<file path="config.mk">
export PLATFORM = sky130hd
export DESIGN_NAME = lane_endpoint_extrapolator_unit
export DESIGN_NICKNAME = d
export VERILOG_FILES = /design/src/lee_pkg.sv /design/src/lane_endpoint_extrapolator_unit.sv /design/src/lee_front.sv /design/src/lee_queue.sv /design/src/lee_div.sv /design/src/lee_back.sv
export SDC_FILE = /design/constraint.sdc
export NUM_CORES = 2
export LEC_CHECK = 0
export ABC_AREA = 1
export BUFFER_PORTS_ARGS = -buffer_cell sky130_fd_sc_hd__buf_2
export CORE_UTILIZATION = 60
export DETAILED_ROUTE_END_ITERATION = 16
export PLACE_DENSITY = 0.77
export REMOVE_ABC_BUFFERS = 1
export SLEW_MARGIN = 10
export SYNTH_ARGS = -nofsm -noshare
export SYNTH_HDL_FRONTEND = slang
export SYNTH_SLANG_ARGS = --single-unit
</file>
<file path="constraint.sdc">
create_clock -name i_clk -period 9 [get_ports i_clk]
set_input_delay 0.45 -clock i_clk [delete_from_list [all_inputs] [get_ports i_clk]]
set_output_delay 0.45 -clock i_clk [all_outputs]
set_load 0.05 [all_outputs]
</file>
<file path="src/lee_pkg.sv">
package lee_pkg;

    // fixed field widths
    localparam int CFG_BITS   = 12;
    localparam int PIXEL_BITS = 8;
    localparam int REG_BITS   = 2;

    // parameter defaults
    localparam int COORD_BITS_DEF = 12;
    localparam int OUT_BITS_DEF   = 16;

    // register reset values
    localparam logic [CFG_BITS-1:0] FRAME_WIDTH_RST  = 12'd960;
    localparam logic [CFG_BITS-1:0] FRAME_HEIGHT_RST = 12'd540;
    localparam logic [CFG_BITS-1:0] UPPER_ROW_RST    = 12'd330;

    // register indexes
    localparam logic [REG_BITS-1:0] REG_FRAME_WIDTH  = 2'd0;
    localparam logic [REG_BITS-1:0] REG_FRAME_HEIGHT = 2'd1;
    localparam logic [REG_BITS-1:0] REG_UPPER_ROW    = 2'd2;

    // back end sequencer states
    typedef enum logic [2:0] {
        BK_IDLE,
        BK_CALC,
        BK_SUM,
        BK_DIV_GO,
        BK_DIV_WAIT,
        BK_STORE,
        BK_OUT
    } t_back_st;

    // divider handshake
    typedef struct packed {
        logic start;
        logic done;
    } t_div_ctl;

endpackage

</file>
<file path="src/lane_endpoint_extrapolator_unit.sv">
// Pixels are taken one per cycle; ready drops only while the two-entry frame queue is full.
// After the end-of-frame item, the shared one-bit-per-cycle divider works out each result,
// run once for each lane side that has both points on distinct rows.
// A frame summary waits in the queue, so the next frame streams in during the divisions.
// Synchronous active-low reset clears the scan counters, flags, queue and sequencer and
// loads the registers with width 960, height 540 and upper row 330.
module lane_endpoint_extrapolator_unit #(
    parameter int COORD_BITS = lee_pkg::COORD_BITS_DEF,
    parameter int OUT_BITS   = lee_pkg::OUT_BITS_DEF
) (
    input  logic                           i_clk,
    input  logic                           i_rst_n,
    input  logic                           i_cfg_we,
    input  logic [lee_pkg::REG_BITS-1:0]   i_cfg_addr,
    input  logic [lee_pkg::CFG_BITS-1:0]   i_cfg_data,
    input  logic                           i_valid,
    output logic                           o_ready,
    input  logic [lee_pkg::PIXEL_BITS-1:0] i_pixel,
    input  logic                           i_end_of_line,
    input  logic                           i_end_of_frame,
    output logic                           o_valid,
    input  logic                           i_ready,
    output logic [COORD_BITS-1:0]          o_left_top_x,
    output logic [COORD_BITS-1:0]          o_left_top_y,
    output logic signed [OUT_BITS-1:0]     o_left_bottom_x,
    output logic                           o_left_valid,
    output logic [COORD_BITS-1:0]          o_right_top_x,
    output logic [COORD_BITS-1:0]          o_right_top_y,
    output logic signed [OUT_BITS-1:0]     o_right_bottom_x,
    output logic                           o_right_valid,
    output logic [lee_pkg::CFG_BITS-1:0]   o_bottom_row
);
    import lee_pkg::*;

    localparam int MB    = (COORD_BITS > CFG_BITS) ? COORD_BITS : CFG_BITS;
    localparam int SUM_W = 2 * (2 + 4 * COORD_BITS) + CFG_BITS;

    logic             q_full, q_empty, q_push, q_pop;
    logic [SUM_W-1:0] front_sum, q_sum;

    // pixel scan and point capture
    lee_front #(
        .CB    (COORD_BITS),
        .MB    (MB),
        .SUM_W (SUM_W)
    ) u_front (
        .i_clk          (i_clk),
        .i_rst_n        (i_rst_n),
        .i_cfg_we       (i_cfg_we),
        .i_cfg_addr     (i_cfg_addr),
        .i_cfg_data     (i_cfg_data),
        .i_valid        (i_valid),
        .o_ready        (o_ready),
        .i_pixel        (i_pixel),
        .i_end_of_line  (i_end_of_line),
        .i_end_of_frame (i_end_of_frame),
        .i_q_full       (q_full),
        .o_push         (q_push),
        .o_sum          (front_sum)
    );

    // frame summary queue
    lee_queue #(
        .W (SUM_W)
    ) u_queue (
        .i_clk   (i_clk),
        .i_rst_n (i_rst_n),
        .i_push  (q_push),
        .i_data  (front_sum),
        .i_pop   (q_pop),
        .o_full  (q_full),
        .o_empty (q_empty),
        .o_data  (q_sum)
    );

    // extrapolation and result register
    lee_back #(
        .CB    (COORD_BITS),
        .MB    (MB),
        .OB    (OUT_BITS),
        .SUM_W (SUM_W)
    ) u_back (
        .i_clk            (i_clk),
        .i_rst_n          (i_rst_n),
        .i_sum            (q_sum),
        .i_q_empty        (q_empty),
        .o_pop            (q_pop),
        .o_valid          (o_valid),
        .i_ready          (i_ready),
        .o_left_top_x     (o_left_top_x),
        .o_left_top_y     (o_left_top_y),
        .o_left_bottom_x  (o_left_bottom_x),
        .o_left_valid     (o_left_valid),
        .o_right_top_x    (o_right_top_x),
        .o_right_top_y    (o_right_top_y),
        .o_right_bottom_x (o_right_bottom_x),
        .o_right_valid    (o_right_valid),
        .o_bottom_row     (o_bottom_row)
    );

endmodule

</file>
<file path="src/lee_front.sv">
module lee_front #(
    parameter int CB      = lee_pkg::COORD_BITS_DEF,
    parameter int MB      = 12,
    parameter int SUM_W   = 2 * (2 + 4 * lee_pkg::COORD_BITS_DEF) + lee_pkg::CFG_BITS
) (
    input  logic                          i_clk,
    input  logic                          i_rst_n,
    input  logic                          i_cfg_we,
    input  logic [lee_pkg::REG_BITS-1:0]  i_cfg_addr,
    input  logic [lee_pkg::CFG_BITS-1:0]  i_cfg_data,
    input  logic                          i_valid,
    output logic                          o_ready,
    input  logic [lee_pkg::PIXEL_BITS-1:0] i_pixel,
    input  logic                          i_end_of_line,
    input  logic                          i_end_of_frame,
    input  logic                          i_q_full,
    output logic                          o_push,
    output logic [SUM_W-1:0]              o_sum
);
    import lee_pkg::*;

    localparam int SIDE_W = 2 + 4 * CB;

    logic [CFG_BITS-1:0] r_fw, r_fh, r_ur;
    logic [CB-1:0]       r_col, r_row;
    logic [1:0]          r_hit;
    logic [CB-1:0]       r_hit_col [2];
    logic [1:0]          r_top_f, r_bot_f;
    logic [CB-1:0]       r_top_x [2];
    logic [CB-1:0]       r_top_y [2];
    logic [CB-1:0]       r_bot_x [2];
    logic [CB-1:0]       r_bot_y [2];

    logic                accept, row_end, hit, hit_side, row_ok;
    logic [MB-1:0]       col_e, fw_e, half_e, row_e, fh_e, ur_e;
    logic [1:0]          cur_hit, n_top_f, n_bot_f;
    logic [CB-1:0]       cur_col [2];
    logic [CB-1:0]       n_top_x [2];
    logic [CB-1:0]       n_top_y [2];
    logic [CB-1:0]       n_bot_x [2];
    logic [CB-1:0]       n_bot_y [2];
    logic [SIDE_W-1:0]   side_vec [2];

    assign o_ready = !i_q_full;
    assign accept  = i_valid && o_ready;
    assign row_end = i_end_of_line || i_end_of_frame;
    assign o_push  = accept && i_end_of_frame;

    // position compares at common width
    assign col_e  = MB'(r_col);
    assign row_e  = MB'(r_row);
    assign fw_e   = MB'(r_fw);
    assign half_e = MB'(r_fw >> 1);
    assign fh_e   = MB'(r_fh);
    assign ur_e   = MB'(r_ur);
    assign hit      = (i_pixel != '0) && (col_e < fw_e);
    assign hit_side = !(col_e < half_e);
    assign row_ok   = row_e < fh_e;

    // row hit tracking and row finish per half
    always_comb begin
        for (int s = 0; s < 2; s++) begin
            cur_hit[s] = r_hit[s] || (hit && (hit_side == 1'(s)));
            cur_col[s] = (hit && (hit_side == 1'(s))) ? r_col : r_hit_col[s];
            n_top_f[s] = r_top_f[s];
            n_top_x[s] = r_top_x[s];
            n_top_y[s] = r_top_y[s];
            n_bot_f[s] = r_bot_f[s];
            n_bot_x[s] = r_bot_x[s];
            n_bot_y[s] = r_bot_y[s];
            if (cur_hit[s] && row_ok) begin
                if (!r_top_f[s] && (row_e >= ur_e)) begin
                    n_top_f[s] = 1'b1;
                    n_top_x[s] = cur_col[s];
                    n_top_y[s] = r_row;
                end
                if (row_e > ur_e) begin
                    n_bot_f[s] = 1'b1;
                    n_bot_x[s] = cur_col[s];
                    n_bot_y[s] = r_row;
                end
            end
            side_vec[s] = {n_top_f[s], n_bot_f[s], n_top_x[s], n_top_y[s],
                           n_bot_x[s], n_bot_y[s]};
        end
    end

    // frame summary handed to the queue
    assign o_sum = {r_fh, side_vec[1], side_vec[0]};

    // config registers
    always_ff @(posedge i_clk) begin
        if (!i_rst_n) begin
            r_fw <= FRAME_WIDTH_RST;
            r_fh <= FRAME_HEIGHT_RST;
            r_ur <= UPPER_ROW_RST;
        end else if (i_cfg_we) begin
            case (i_cfg_addr)
                REG_FRAME_WIDTH:  r_fw <= i_cfg_data;
                REG_FRAME_HEIGHT: r_fh <= i_cfg_data;
                REG_UPPER_ROW:    r_ur <= i_cfg_data;
                default:          ;
            endcase
        end
    end

    // scan control state
    always_ff @(posedge i_clk) begin
        if (!i_rst_n) begin
            r_col   <= '0;
            r_row   <= '0;
            r_hit   <= '0;
            r_top_f <= '0;
            r_bot_f <= '0;
        end else if (accept) begin
            if (i_end_of_frame) begin
                r_col   <= '0;
                r_row   <= '0;
                r_hit   <= '0;
                r_top_f <= '0;
                r_bot_f <= '0;
            end else if (row_end) begin
                r_col   <= '0;
                r_hit   <= '0;
                r_top_f <= n_top_f;
                r_bot_f <= n_bot_f;
                if (r_row != '1) begin
                    r_row <= r_row + 1'b1;
                end
            end else begin
                r_hit <= cur_hit;
                if (r_col != '1) begin
                    r_col <= r_col + 1'b1;
                end
            end
        end
    end

    // point payload
    always_ff @(posedge i_clk) begin
        if (accept) begin
            for (int s = 0; s < 2; s++) begin
                r_hit_col[s] <= cur_col[s];
                if (row_end) begin
                    r_top_x[s] <= n_top_x[s];
                    r_top_y[s] <= n_top_y[s];
                    r_bot_x[s] <= n_bot_x[s];
                    r_bot_y[s] <= n_bot_y[s];
                end
            end
        end
    end

endmodule

</file>
<file path="src/lee_queue.sv">
module lee_queue #(
    parameter int W = 2 * (2 + 4 * lee_pkg::COORD_BITS_DEF) + lee_pkg::CFG_BITS
) (
    input  logic         i_clk,
    input  logic         i_rst_n,
    input  logic         i_push,
    input  logic [W-1:0] i_data,
    input  logic         i_pop,
    output logic         o_full,
    output logic         o_empty,
    output logic [W-1:0] o_data
);
    import lee_pkg::*;

    localparam int DEPTH = 2;
    localparam int PTR_W = $clog2(DEPTH);
    localparam int CNT_W = $clog2(DEPTH + 1);

    logic [W-1:0]     r_mem [DEPTH];
    logic [PTR_W-1:0] r_wp, r_rp;
    logic [CNT_W-1:0] r_cnt;
    logic             do_push, do_pop;

    assign o_full  = (r_cnt == CNT_W'(DEPTH));
    assign o_empty = (r_cnt == '0);
    assign o_data  = r_mem[r_rp];
    assign do_push = i_push && !o_full;
    assign do_pop  = i_pop && !o_empty;

    // pointers and fill count
    always_ff @(posedge i_clk) begin
        if (!i_rst_n) begin
            r_wp  <= '0;
            r_rp  <= '0;
            r_cnt <= '0;
        end else begin
            if (do_push) begin
                r_wp <= r_wp + 1'b1;
            end
            if (do_pop) begin
                r_rp <= r_rp + 1'b1;
            end
            case ({do_push, do_pop})
                2'b10:   r_cnt <= r_cnt + 1'b1;
                2'b01:   r_cnt <= r_cnt - 1'b1;
                default: ;
            endcase
        end
    end

    // entry storage
    always_ff @(posedge i_clk) begin
        if (do_push) begin
            r_mem[r_wp] <= i_data;
        end
    end

endmodule

</file>
<file path="src/lee_div.sv">
module lee_div #(
    parameter int NUM_W = 26,
    parameter int DEN_W = 12
) (
    input  logic             i_clk,
    input  logic             i_rst_n,
    input  lee_pkg::t_div_ctl i_ctl,
    output lee_pkg::t_div_ctl o_ctl,
    input  logic [NUM_W-1:0] i_num,
    input  logic [DEN_W-1:0] i_den,
    output logic [NUM_W-1:0] o_quo
);
    import lee_pkg::*;

    localparam int CNT_W = $clog2(NUM_W);

    logic [NUM_W-1:0] r_quo;
    logic [DEN_W-1:0] r_rem, r_den;
    logic [CNT_W-1:0] r_cnt;
    logic             r_busy, r_done;
    logic [DEN_W:0]   trial, den_e, diff;
    logic             ge;

    // one restoring step per cycle
    assign trial = {r_rem, r_quo[NUM_W-1]};
    assign den_e = {1'b0, r_den};
    assign diff  = trial - den_e;
    assign ge    = trial >= den_e;

    assign o_quo        = r_quo;
    assign o_ctl.start  = 1'b0;
    assign o_ctl.done   = r_done;

    // step counter and busy flag
    always_ff @(posedge i_clk) begin
        if (!i_rst_n) begin
            r_busy <= 1'b0;
            r_done <= 1'b0;
            r_cnt  <= '0;
        end else begin
            r_done <= 1'b0;
            if (i_ctl.start) begin
                r_busy <= 1'b1;
                r_cnt  <= '0;
            end else if (r_busy) begin
                r_cnt <= r_cnt + 1'b1;
                if (r_cnt == CNT_W'(NUM_W - 1)) begin
                    r_busy <= 1'b0;
                    r_done <= 1'b1;
                end
            end
        end
    end

    // quotient and remainder
    always_ff @(posedge i_clk) begin
        if (i_ctl.start) begin
            r_quo <= i_num;
            r_rem <= '0;
            r_den <= i_den;
        end else if (r_busy) begin
            r_quo <= {r_quo[NUM_W-2:0], ge};
            r_rem <= ge ? diff[DEN_W-1:0] : trial[DEN_W-1:0];
        end
    end

endmodule

</file>
<file path="src/lee_back.sv">
module lee_back #(
    parameter int CB    = lee_pkg::COORD_BITS_DEF,
    parameter int MB    = 12,
    parameter int OB    = lee_pkg::OUT_BITS_DEF,
    parameter int SUM_W = 2 * (2 + 4 * lee_pkg::COORD_BITS_DEF) + lee_pkg::CFG_BITS
) (
    input  logic                         i_clk,
    input  logic                         i_rst_n,
    input  logic [SUM_W-1:0]             i_sum,
    input  logic                         i_q_empty,
    output logic                         o_pop,
    output logic                         o_valid,
    input  logic                         i_ready,
    output logic [CB-1:0]                o_left_top_x,
    output logic [CB-1:0]                o_left_top_y,
    output logic signed [OB-1:0]         o_left_bottom_x,
    output logic                         o_left_valid,
    output logic [CB-1:0]                o_right_top_x,
    output logic [CB-1:0]                o_right_top_y,
    output logic signed [OB-1:0]         o_right_bottom_x,
    output logic                         o_right_valid,
    output logic [lee_pkg::CFG_BITS-1:0] o_bottom_row
);
    import lee_pkg::*;

    localparam int SIDE_W = 2 + 4 * CB;
    localparam int NUM_W  = 2 * MB + 2;
    localparam logic [NUM_W-1:0] SAT_POS_MAG = NUM_W'((64'd1 << (OB - 1)) - 64'd1);
    localparam logic [NUM_W-1:0] SAT_NEG_MAG = NUM_W'(64'd1 << (OB - 1));
    localparam logic [OB-1:0]    OUT_HI = {1'b0, {(OB - 1){1'b1}}};
    localparam logic [OB-1:0]    OUT_LO = {1'b1, {(OB - 1){1'b0}}};

    t_back_st r_st, n_st;
    t_div_ctl div_in, div_out;

    logic [SUM_W-1:0]        r_sum;
    logic                    r_side;
    logic signed [NUM_W-1:0] r_p1, r_p2;
    logic                    r_den_neg, r_q_neg, r_ok;
    logic [MB-1:0]           r_den_mag;
    logic [NUM_W-1:0]        r_num_mag;
    logic [CB-1:0]           r_tx, r_ty;
    logic [CB-1:0]           r_res_tx [2];
    logic [CB-1:0]           r_res_ty [2];
    logic [OB-1:0]           r_res_bx [2];
    logic [1:0]              r_res_ok;

    logic [SIDE_W-1:0]       side_v;
    logic                    s_top_f, s_bot_f;
    logic [CB-1:0]           s_tx, s_ty, s_bx, s_by, x1, y1;
    logic signed [MB:0]      x1_s, y1_s, x3_s, y3_s, h_s, den_s, dx_s, dh_s, den_abs;
    logic signed [NUM_W-1:0] n_p1, n_p2, num_s, num_abs;
    logic [NUM_W-1:0]        quo;
    logic [OB-1:0]           quo_lo, quo_neg, sat_q;

    // current side fields
    assign side_v  = r_side ? r_sum[2*SIDE_W-1:SIDE_W] : r_sum[SIDE_W-1:0];
    assign s_top_f = side_v[4*CB+1];
    assign s_bot_f = side_v[4*CB];
    assign s_tx    = side_v[4*CB-1:3*CB];
    assign s_ty    = side_v[3*CB-1:2*CB];
    assign s_bx    = side_v[2*CB-1:CB];
    assign s_by    = side_v[CB-1:0];
    assign x1      = s_top_f ? s_tx : '0;
    assign y1      = s_top_f ? s_ty : '0;

    // differences and the two products
    assign x1_s    = $signed({1'b0, MB'(x1)});
    assign y1_s    = $signed({1'b0, MB'(y1)});
    assign x3_s    = $signed({1'b0, MB'(s_bx)});
    assign y3_s    = $signed({1'b0, MB'(s_by)});
    assign h_s     = $signed({1'b0, MB'(r_sum[SUM_W-1:2*SIDE_W])});
    assign den_s   = y1_s - y3_s;
    assign dx_s    = x1_s - x3_s;
    assign dh_s    = h_s - y1_s;
    assign den_abs = den_s[MB] ? -den_s : den_s;
    assign n_p1    = x1_s * den_s;
    assign n_p2    = dh_s * dx_s;

    // numerator sum and magnitude
    assign num_s   = r_p1 + r_p2;
    assign num_abs = num_s[NUM_W-1] ? -num_s : num_s;

    // sign and saturation of the quotient
    assign quo_lo  = quo[OB-1:0];
    assign quo_neg = ~quo_lo + {{(OB - 1){1'b0}}, 1'b1};
    always_comb begin
        if (r_q_neg) begin
            sat_q = (quo > SAT_NEG_MAG) ? OUT_LO : quo_neg;
        end else begin
            sat_q = (quo > SAT_POS_MAG) ? OUT_HI : quo_lo;
        end
    end

    lee_div #(
        .NUM_W (NUM_W),
        .DEN_W (MB)
    ) u_div (
        .i_clk   (i_clk),
        .i_rst_n (i_rst_n),
        .i_ctl   (div_in),
        .o_ctl   (div_out),
        .i_num   (r_num_mag),
        .i_den   (r_den_mag),
        .o_quo   (quo)
    );

    // next state
    always_comb begin
        n_st = r_st;
        case (r_st)
            BK_IDLE:     if (!i_q_empty) n_st = BK_CALC;
            BK_CALC:     n_st = BK_SUM;
            BK_SUM:      n_st = r_ok ? BK_DIV_GO : BK_STORE;
            BK_DIV_GO:   n_st = BK_DIV_WAIT;
            BK_DIV_WAIT: if (div_out.done) n_st = BK_STORE;
            BK_STORE:    n_st = r_side ? BK_OUT : BK_CALC;
            BK_OUT:      if (i_ready) n_st = BK_IDLE;
            default:     n_st = BK_IDLE;
        endcase
    end

    // state outputs
    always_comb begin
        o_pop        = 1'b0;
        o_valid      = 1'b0;
        div_in.start = 1'b0;
        div_in.done  = 1'b0;
        case (r_st)
            BK_IDLE:   o_pop = !i_q_empty;
            BK_DIV_GO: div_in.start = 1'b1;
            BK_OUT:    o_valid = 1'b1;
            default:   ;
        endcase
    end

    always_ff @(posedge i_clk) begin
        if (!i_rst_n) begin
            r_st   <= BK_IDLE;
            r_side <= 1'b0;
        end else begin
            r_st <= n_st;
            if (r_st == BK_IDLE) begin
                r_side <= 1'b0;
            end else if (r_st == BK_STORE) begin
                r_side <= 1'b1;
            end
        end
    end

    // per side datapath registers
    always_ff @(posedge i_clk) begin
        case (r_st)
            BK_IDLE: begin
                r_sum <= i_sum;
            end
            BK_CALC: begin
                r_p1      <= n_p1;
                r_p2      <= n_p2;
                r_den_neg <= den_s[MB];
                r_den_mag <= den_abs[MB-1:0];
                r_ok      <= s_top_f && s_bot_f && (y1 != s_by);
                r_tx      <= x1;
                r_ty      <= y1;
            end
            BK_SUM: begin
                r_num_mag <= num_abs;
                r_q_neg   <= num_s[NUM_W-1] ^ r_den_neg;
            end
            BK_STORE: begin
                r_res_tx[r_side] <= r_tx;
                r_res_ty[r_side] <= r_ty;
                r_res_bx[r_side] <= r_ok ? sat_q : '0;
                r_res_ok[r_side] <= r_ok;
            end
            default: ;
        endcase
    end

    // result fields
    assign o_left_top_x     = r_res_tx[0];
    assign o_left_top_y     = r_res_ty[0];
    assign o_left_bottom_x  = r_res_bx[0];
    assign o_left_valid     = r_res_ok[0];
    assign o_right_top_x    = r_res_tx[1];
    assign o_right_top_y    = r_res_ty[1];
    assign o_right_bottom_x = r_res_bx[1];
    assign o_right_valid    = r_res_ok[1];
    assign o_bottom_row     = r_sum[SUM_W-1:2*SIDE_W];

endmodule
</file>
-- Word level (Yosys, flattened, before mapping)
Memory sizes are Yosys's and may differ from the RTL's. A register that Yosys moved wholly into a read port is not among the register bits.
Cells that the tools add are included.
- add/subtract/negate cells: 15
- $mul: 2
- order comparisons: 10
- equal/unequal tests: 18
- muxes and demuxes: 76
- bitwise gates (word level): 4
- reductions and logical operators: 41
- operators by type and width (kind ; count):
    $mux W12 ; 28
    $mux W16 ; 4
    $mul A13 B13 Y26 ; 2
    $mux W26 ; 2
    $mux W50 ; 1
    $sub A12 B12 Y13 ; 3
    $add A26 B26 Y26 ; 1
    $gt A26 B15 Y1 const B ; 1
    $gt A26 B16 Y1 const B ; 1
    $neg A26 Y26 ; 1
    $mux W1 ; 25
    $mux W25 ; 1
    $add A12 B1 Y12 const B ; 2
    $lt A12 B12 Y1 ; 2
    $ne A12 B12 Y1 const B ; 2
    $pmux W3 S7 ; 1
    $add A16 B1 Y16 const B ; 1
    $not A16 Y16 ; 1
    $mux W3 ; 5
    $logic_and A1 B1 Y1 ; 14
    $ge A13 B12 Y1 ; 1
    $ge A12 B12 Y1 ; 1
    $gt A12 B12 Y1 ; 1
    $lt A12 B11 Y1 ; 1
    33 further kinds ; 64
- register bits after elaboration: 250
- memory bits (writable): 424
- bits of input ports: 29
- output and inout port bits: 96
- word-level logic and storage cells: 205
- memories: 9
- memory list (memory ; depth ; bits a word ; rd ports ; clocked after memory_dff ; wr ports ; RTL line ; source):
    u_queue.r_mem ; 2 ; 112 ; 1 ; 1 ; 1 ; lee_queue.sv:19 ; logic [W-1:0] r_mem [DEPTH];
    u_back.r_res_bx ; 2 ; 16 ; 2 ; 0 ; 1 ; lee_back.sv:45 ; logic [OB-1:0] r_res_bx [2];
    u_back.r_res_tx ; 2 ; 12 ; 2 ; 0 ; 1 ; lee_back.sv:43 ; logic [CB-1:0] r_res_tx [2];
    u_back.r_res_ty ; 2 ; 12 ; 2 ; 0 ; 1 ; lee_back.sv:44 ; logic [CB-1:0] r_res_ty [2];
    u_front.r_bot_x ; 2 ; 12 ; 2 ; 0 ; 2 ; lee_front.sv:31 ; logic [CB-1:0] r_bot_x [2];
    u_front.r_bot_y ; 2 ; 12 ; 2 ; 0 ; 2 ; lee_front.sv:32 ; logic [CB-1:0] r_bot_y [2];
    3 more memories ; - ; - ; - ; - ; - ; - ;

-- Depth between registers and ports, before layout
- depth in word-level cells: 8
- depth in mapped cells: 42

-- Cells and area by module
From an unflattened synthesis, not the netlist that was laid out.
- cell total of the unflattened synthesis: 4715
- area, all modules: 47949.7 um2
- by module, submodules not included (module ; times used ; cells an instance ; area each (um2) ; seq. area each (um2)):
    lee_back ; 1 ; 2812 ; 26959.6 ; 9419.0
    lee_front ; 1 ; 1117 ; 9471.6 ; 4924.7
    lee_queue ; 1 ; 388 ; 8346.8 ; 6826.5
    lee_div ; 1 ; 398 ; 3171.8 ; 1521.5

-- Least setup slack after synthesis
OpenSTA, ideal clock, no wires.
- path kind: register -> register
- from: register u_back.r_side
- to: register u_back.r_p2[25], data pin
- library setup time: 0.264 ns
- arrival: 7.665 ns
- required time: 8.736 ns
- slack: 1.071 ns
- cell stages (with the launch flop): 36
- buffers on the path: 5
- period minus slack after synthesis: 7.929 ns
- cell sequence: dfxtp_1 > buf_6 > clkbuf_1 > clkbuf_1 > buf_2 > nand2_1 > nand2_1 > ha_1 > inv_1 > fa_1 > nand3_1 > nand2_1 > nand2_1 > nand3b_2 > nand2_2 > xor2_1 > clkbuf_1 > nand2_1 > fa_1 > inv_1 > fa_1 > inv_1 > fa_1 > inv_1 > fa_1 > inv_1 > fa_1 > inv_1 > ha_1 > ha_1 > nand2_1 > nor4_1 > nand4_1 > nand3_1 > a31oi_1 > xor2_1
- longest elaborated chain between the ends: 4
- RTL lines (element ; RTL line ; source):
    from (decl) ; lee_back.sv:37 ; logic r_side;
    from (signal assigned) ; lee_back.sv:140 ; r_side <= 1'b0;
    from (signal assigned) ; lee_back.sv:144 ; r_side <= 1'b0;
    from (signal assigned) ; lee_back.sv:146 ; r_side <= 1'b1;
    $mux W50 * ; lee_back.sv:57 ; assign side_v = r_side ? r_sum[2*SIDE_W-1:SIDE_W] : r_sum[SIDE_W-1:0];
    $mux W12 (on tied branches) ; lee_back.sv:65, lee_back.sv:64 ;
    $sub A12 B12 Y13 (on tied branches) ; lee_back.sv:75, lee_back.sv:74 ;
    $mul A13 B13 Y26 * ; lee_back.sv:78 ; assign n_p2 = dh_s * dx_s;
    via u_back.n_p2[25] ; lee_back.sv:52 ; logic signed [NUM_W-1:0] n_p1, n_p2, num_s, num_abs;
    to (signal assigned) ; lee_back.sv:159 ; r_p2 <= n_p2;
    to (decl) ; lee_back.sv:38 ; logic signed [NUM_W-1:0] r_p1, r_p2;
Mark *: on every way through the listed nets, which the timed path passes. The rest lies on a longest branch.
A chain may end at the register's enable or synchronous reset.

-- Worst setup path after layout
Same ends and word-level chain as after synthesis.

==> results.md <==
- The run finished with clean final reports.
- The number of maximum-capacitance constraint violations is 0.
- The final count of hold timing violations was 0.
- The hold-critical path endpoint is u_front.fw_e[7].
- The multi-input combinational cells in the finished layout cover a total of 20900 µm².
- TritonCTS built the clock tree.
- The portion of the post-synthesis area used by sequential elements is 48.50%.
- STA classifies the critical path endpoint as a flip-flop.
- The share of the synthesized area in compound gates (AO/OA/AOI/OAI) is 6.051%.
- The commonest cells after synthesis are nand2_1, edfxtp_1, inv_1, nor2_1, ha_1.
- The number of synthesized flops with an enable pin is 693.
- The net count of the finished layout is 5425.
- Summing the areas of all and, or, nand and nor instances in the mapped netlist gives 16.42% of the synthesized area.
- The maximum clock frequency is 0.1207 GHz.
- Using the TritonRoute via totals, the vias-per-cell ratio works out to 5.506.
- The root buffer cell chosen for the clock tree is clkbuf_16.
- Clock tree synthesis found a total of 786 sinks.
- The dominant cell type by count on the critical path is inv_1.
- The initialized floorplan defines 101 standard-cell rows.
- Along the worst hold path, the cell count comes to 3.
- The kind of cell with the highest combined delay on the critical path is adder cells.
- Hold is met by 73.28 ps.
- The share of synthesized area in the top cell type comes to 44.51%.
- The class of the most critical setup path is reg2reg.
- The initial antenna violation count came to 0.
- The final antenna-violating net count is 0.
- The distinct cell type count of the synthesized netlist is 59.
- At the worst endpoint, the arrival time is 8680 ps.
- The detailed router finished its first iteration with 2701 violations.
- Sorting the synthesized cells by area gives the leading types as edfxtp_1, fa_1, nand2_1.
- The height of the die is 281.1 µm.
- The worst register-to-register path has a depth of 33.
- Wire segments on met3 add up to 7252 µm in the final route.
- The area of the placeable core is 76450 µm².
- The worst slew slack as a fraction of its limit is 16.73%.
- Clock latency on the worst-skew pair, taken at its later pin, is 660 ps.
- The number of clock buffers added by TritonCTS is 81.
- In this run the register-to-register setup slack is 710 ps.
- After detailed routing, the wire length on met1 is 45700 µm.
- Summing all flip-flop and latch instances after layout gives 22680 µm².
- After synthesis the netlist holds a flip-flop and latch count of 786.
- After filler insertion, the fill cell instance count of the layout stands at 5852.
- The number of global-route vias before repair is 32730.
- STA classifies the critical path startpoint as a flip-flop.
- After routing, the total negative slack on setup checks comes to 0 ps.
- The dominant combinational cell family by area after synthesis is adder cells.
- Buffers inserted to repair hold after CTS numbered 0.
- STA puts the critical path data required time at 9390 ps.
- The longest clock path from root to sink contains 3 buffers.
- In the synthesized netlist the dominant register cell turns out to be edfxtp_1.
- The total number of H-tree levels is 3.
- The share of final-layout standard cells stronger than drive strength 1 is 8.077%.
- The first global-routing pass estimated 177600 µm of wire.
- The synthesized netlist devotes 2.219% of its cell area to XOR and XNOR gates.
- The multiplexer share of the synthesized area is 0.4282%.
- In this run the most critical hold path is launched from i_cfg_data[7].
- The worst register-to-register path ends at u_back.r_p2[25].
- Setup repair after global routing left no endpoint under its margin.
- The die is 281.1 µm wide.
- In this run the post-CTS setup repair buffer count came out at 0.
- The first-pass detailed-route iteration total is 8.
- The total of cells resized after clock tree synthesis is 0.
- The total detailed-routing wirelength is 113400 µm.
- The arithmetic-cell share of the synthesized area counting full adders, half adders and majority gates is 19.48%.
- The total global-route track usage is 29.30%.
- In the synthesized netlist the async set-or-reset flop fraction comes to 0%.
- The die covers 79030 µm².
- The largest total area in the synthesized netlist belongs to edfxtp_1.
- Counting every instance in the synthesized netlist gives 4694.
- For the finished layout, the period the worst path requires is 8286 ps.
- The maximum number of pins on one net before global-route repair is 88.
- The CTS clock-pin slew for the worst setup and hold paths is 60 ps.
- The largest individual stage delay along the critical path comes from the cell fa_1.
- The I/O pin total is 125.
- The warning count from the yosys run is 0.
- The worst path uses 92.07% of the clock period.
- The worst register-to-register path begins at u_back.r_side.
- The count of buffering cells on the critical path with inverters included is 9.
- The type of the tightest min-delay check is in2reg.
- The most used standard cell by instance count after synthesis is nand2_1.
- The final setup violation count is 0.
- The mean instance size in the synthesized netlist is 9.959 µm².
- Routability-driven placement finished with a final weighted congestion of 0.9996.
- The maximum fanout along the worst path is 31.
- Summing over every cut layer, the via total after detailed routing is 32670.
- From synthesis to final layout, the design area changed by 9.742%.
- The number of port buffers is 124.
- Between clock sinks in the finished design, the worst skew comes to 34.80 ps.
- After detailed routing, no signal wire sits above met4.
- The starting density of the core is 61.15%.
- The routed length per instance is 19.12 µm.
- 0 antenna diodes ended up in the layout.
- The routed design uses 55780 µm of met2 wire.
- The placed wire-length estimate is 84400 µm.
- The mapped netlist covers 46750 µm².
- The final number of max-transition violations came to 0.
- The total overflow left after global routing is 0.
- The longest individual stage delay on the worst path is 590 ps.
- In the routed design, unresolved DRC markers number 0.
- At the pin with the least slew margin, the transition time is 1245 ps.
-- worst max path at each step --
stage / startpoint / end / slack [ps] / cells past startpoint
2_1_floorplan: u_back.r_side / u_back.r_p2[25] / 10 / 32
3_3_place_gp: u_back.r_side / u_back.r_p2[25] / 870 / 33
3_5_place_dp: u_back.r_side / u_back.r_p2[25] / 720 / 33
4_1_cts: u_back.r_side / u_back.r_p2[25] / 720 / 33
5_1_grt: u_back.r_side / u_back.r_p2[25] / 180 / 33
6_report: u_back.r_side / u_back.r_p2[25] / 710 / 33
-- registers in the layout, summed over array words and instances, names as in the netlist, 26 cells and up --
register,count
u_back.r_res_bx,32
u_back.r_sum,112
u_back.u_div.o_quo,26
u_back.r_num_mag,26
u_back.r_p2,26
u_back.r_p1,26
u_queue.r_mem,224
-- cells in the final DEF (no fill, tap or decap), types with 53 or more instances in the layout --
cell       netlist  layout
edfxtp_1       693     693
a21oi_1        189     189
ha_1           283     283
fa_1           278     278
nor3_1          57      56
inv_1          676     674
xor2_1          77      77
o21ai_0        200     200
dfxtp_1         93      91
nand2_1       1291    1291
buf_4           20      53
buf_2           10     124
nand3_1        102     102
clkbuf_16        0      81
nor2_1         292     286
-- cell type report --
type                       count  area share, %
clock buffer                 108          4.363
tap                         1030          2.512
clock inverter                43          1.046
sequential                   786          44.20
multi-input combinational   3088          40.74
inverter                     701          5.156
timing repair buffer         177          1.985
-- routing by layer --
metal	track usage, %	up-vias
met5	0	-
met4	12.06	0
met3	4.664	284
met2	49.98	1201
met1	37.25	15590
li1	-	15600
-- through the flow --
stage               std cells  area, µm²  setup WS (ps)  utilization (%)
floorplan                4575      46160          14.70                -
global placement         5782      48530          867.0            63.47
detailed placement       5782      48530          717.8            63.47
CTS                      5933      51300          715.9            67.10
global route             5933      51300          178.6            67.10
finish                   5933      51300          713.6            67.10
-- worst reg2reg max path: cells and delay by family, from the launching register on --
kind | cells | cell delay (ps)
xor+xnor | 1 | 150
compound gates | 3 | 390
buf+inv | 9 | 1200
fa+ha+maj | 8 | 3630
simple gates | 12 | 2320
flops | 1 | 350
-- cell families (layout without fill, tap and decap cells) --
family                   count (synthesis)  in the layout
AO/OA/AOI/OAI                          518            518
buffers and inverters                  820           1029
multiplexers                            20             20
XOR/XNOR                               115            115
AND/OR/NAND/NOR                       1874           1874
flip-flops                             786            786
adder cells (fa/ha/maj)                561            561
Power is left out: the tool's default activity adds up to more than one toggle a clock period on the data nets, which glitch-free logic cannot reach.
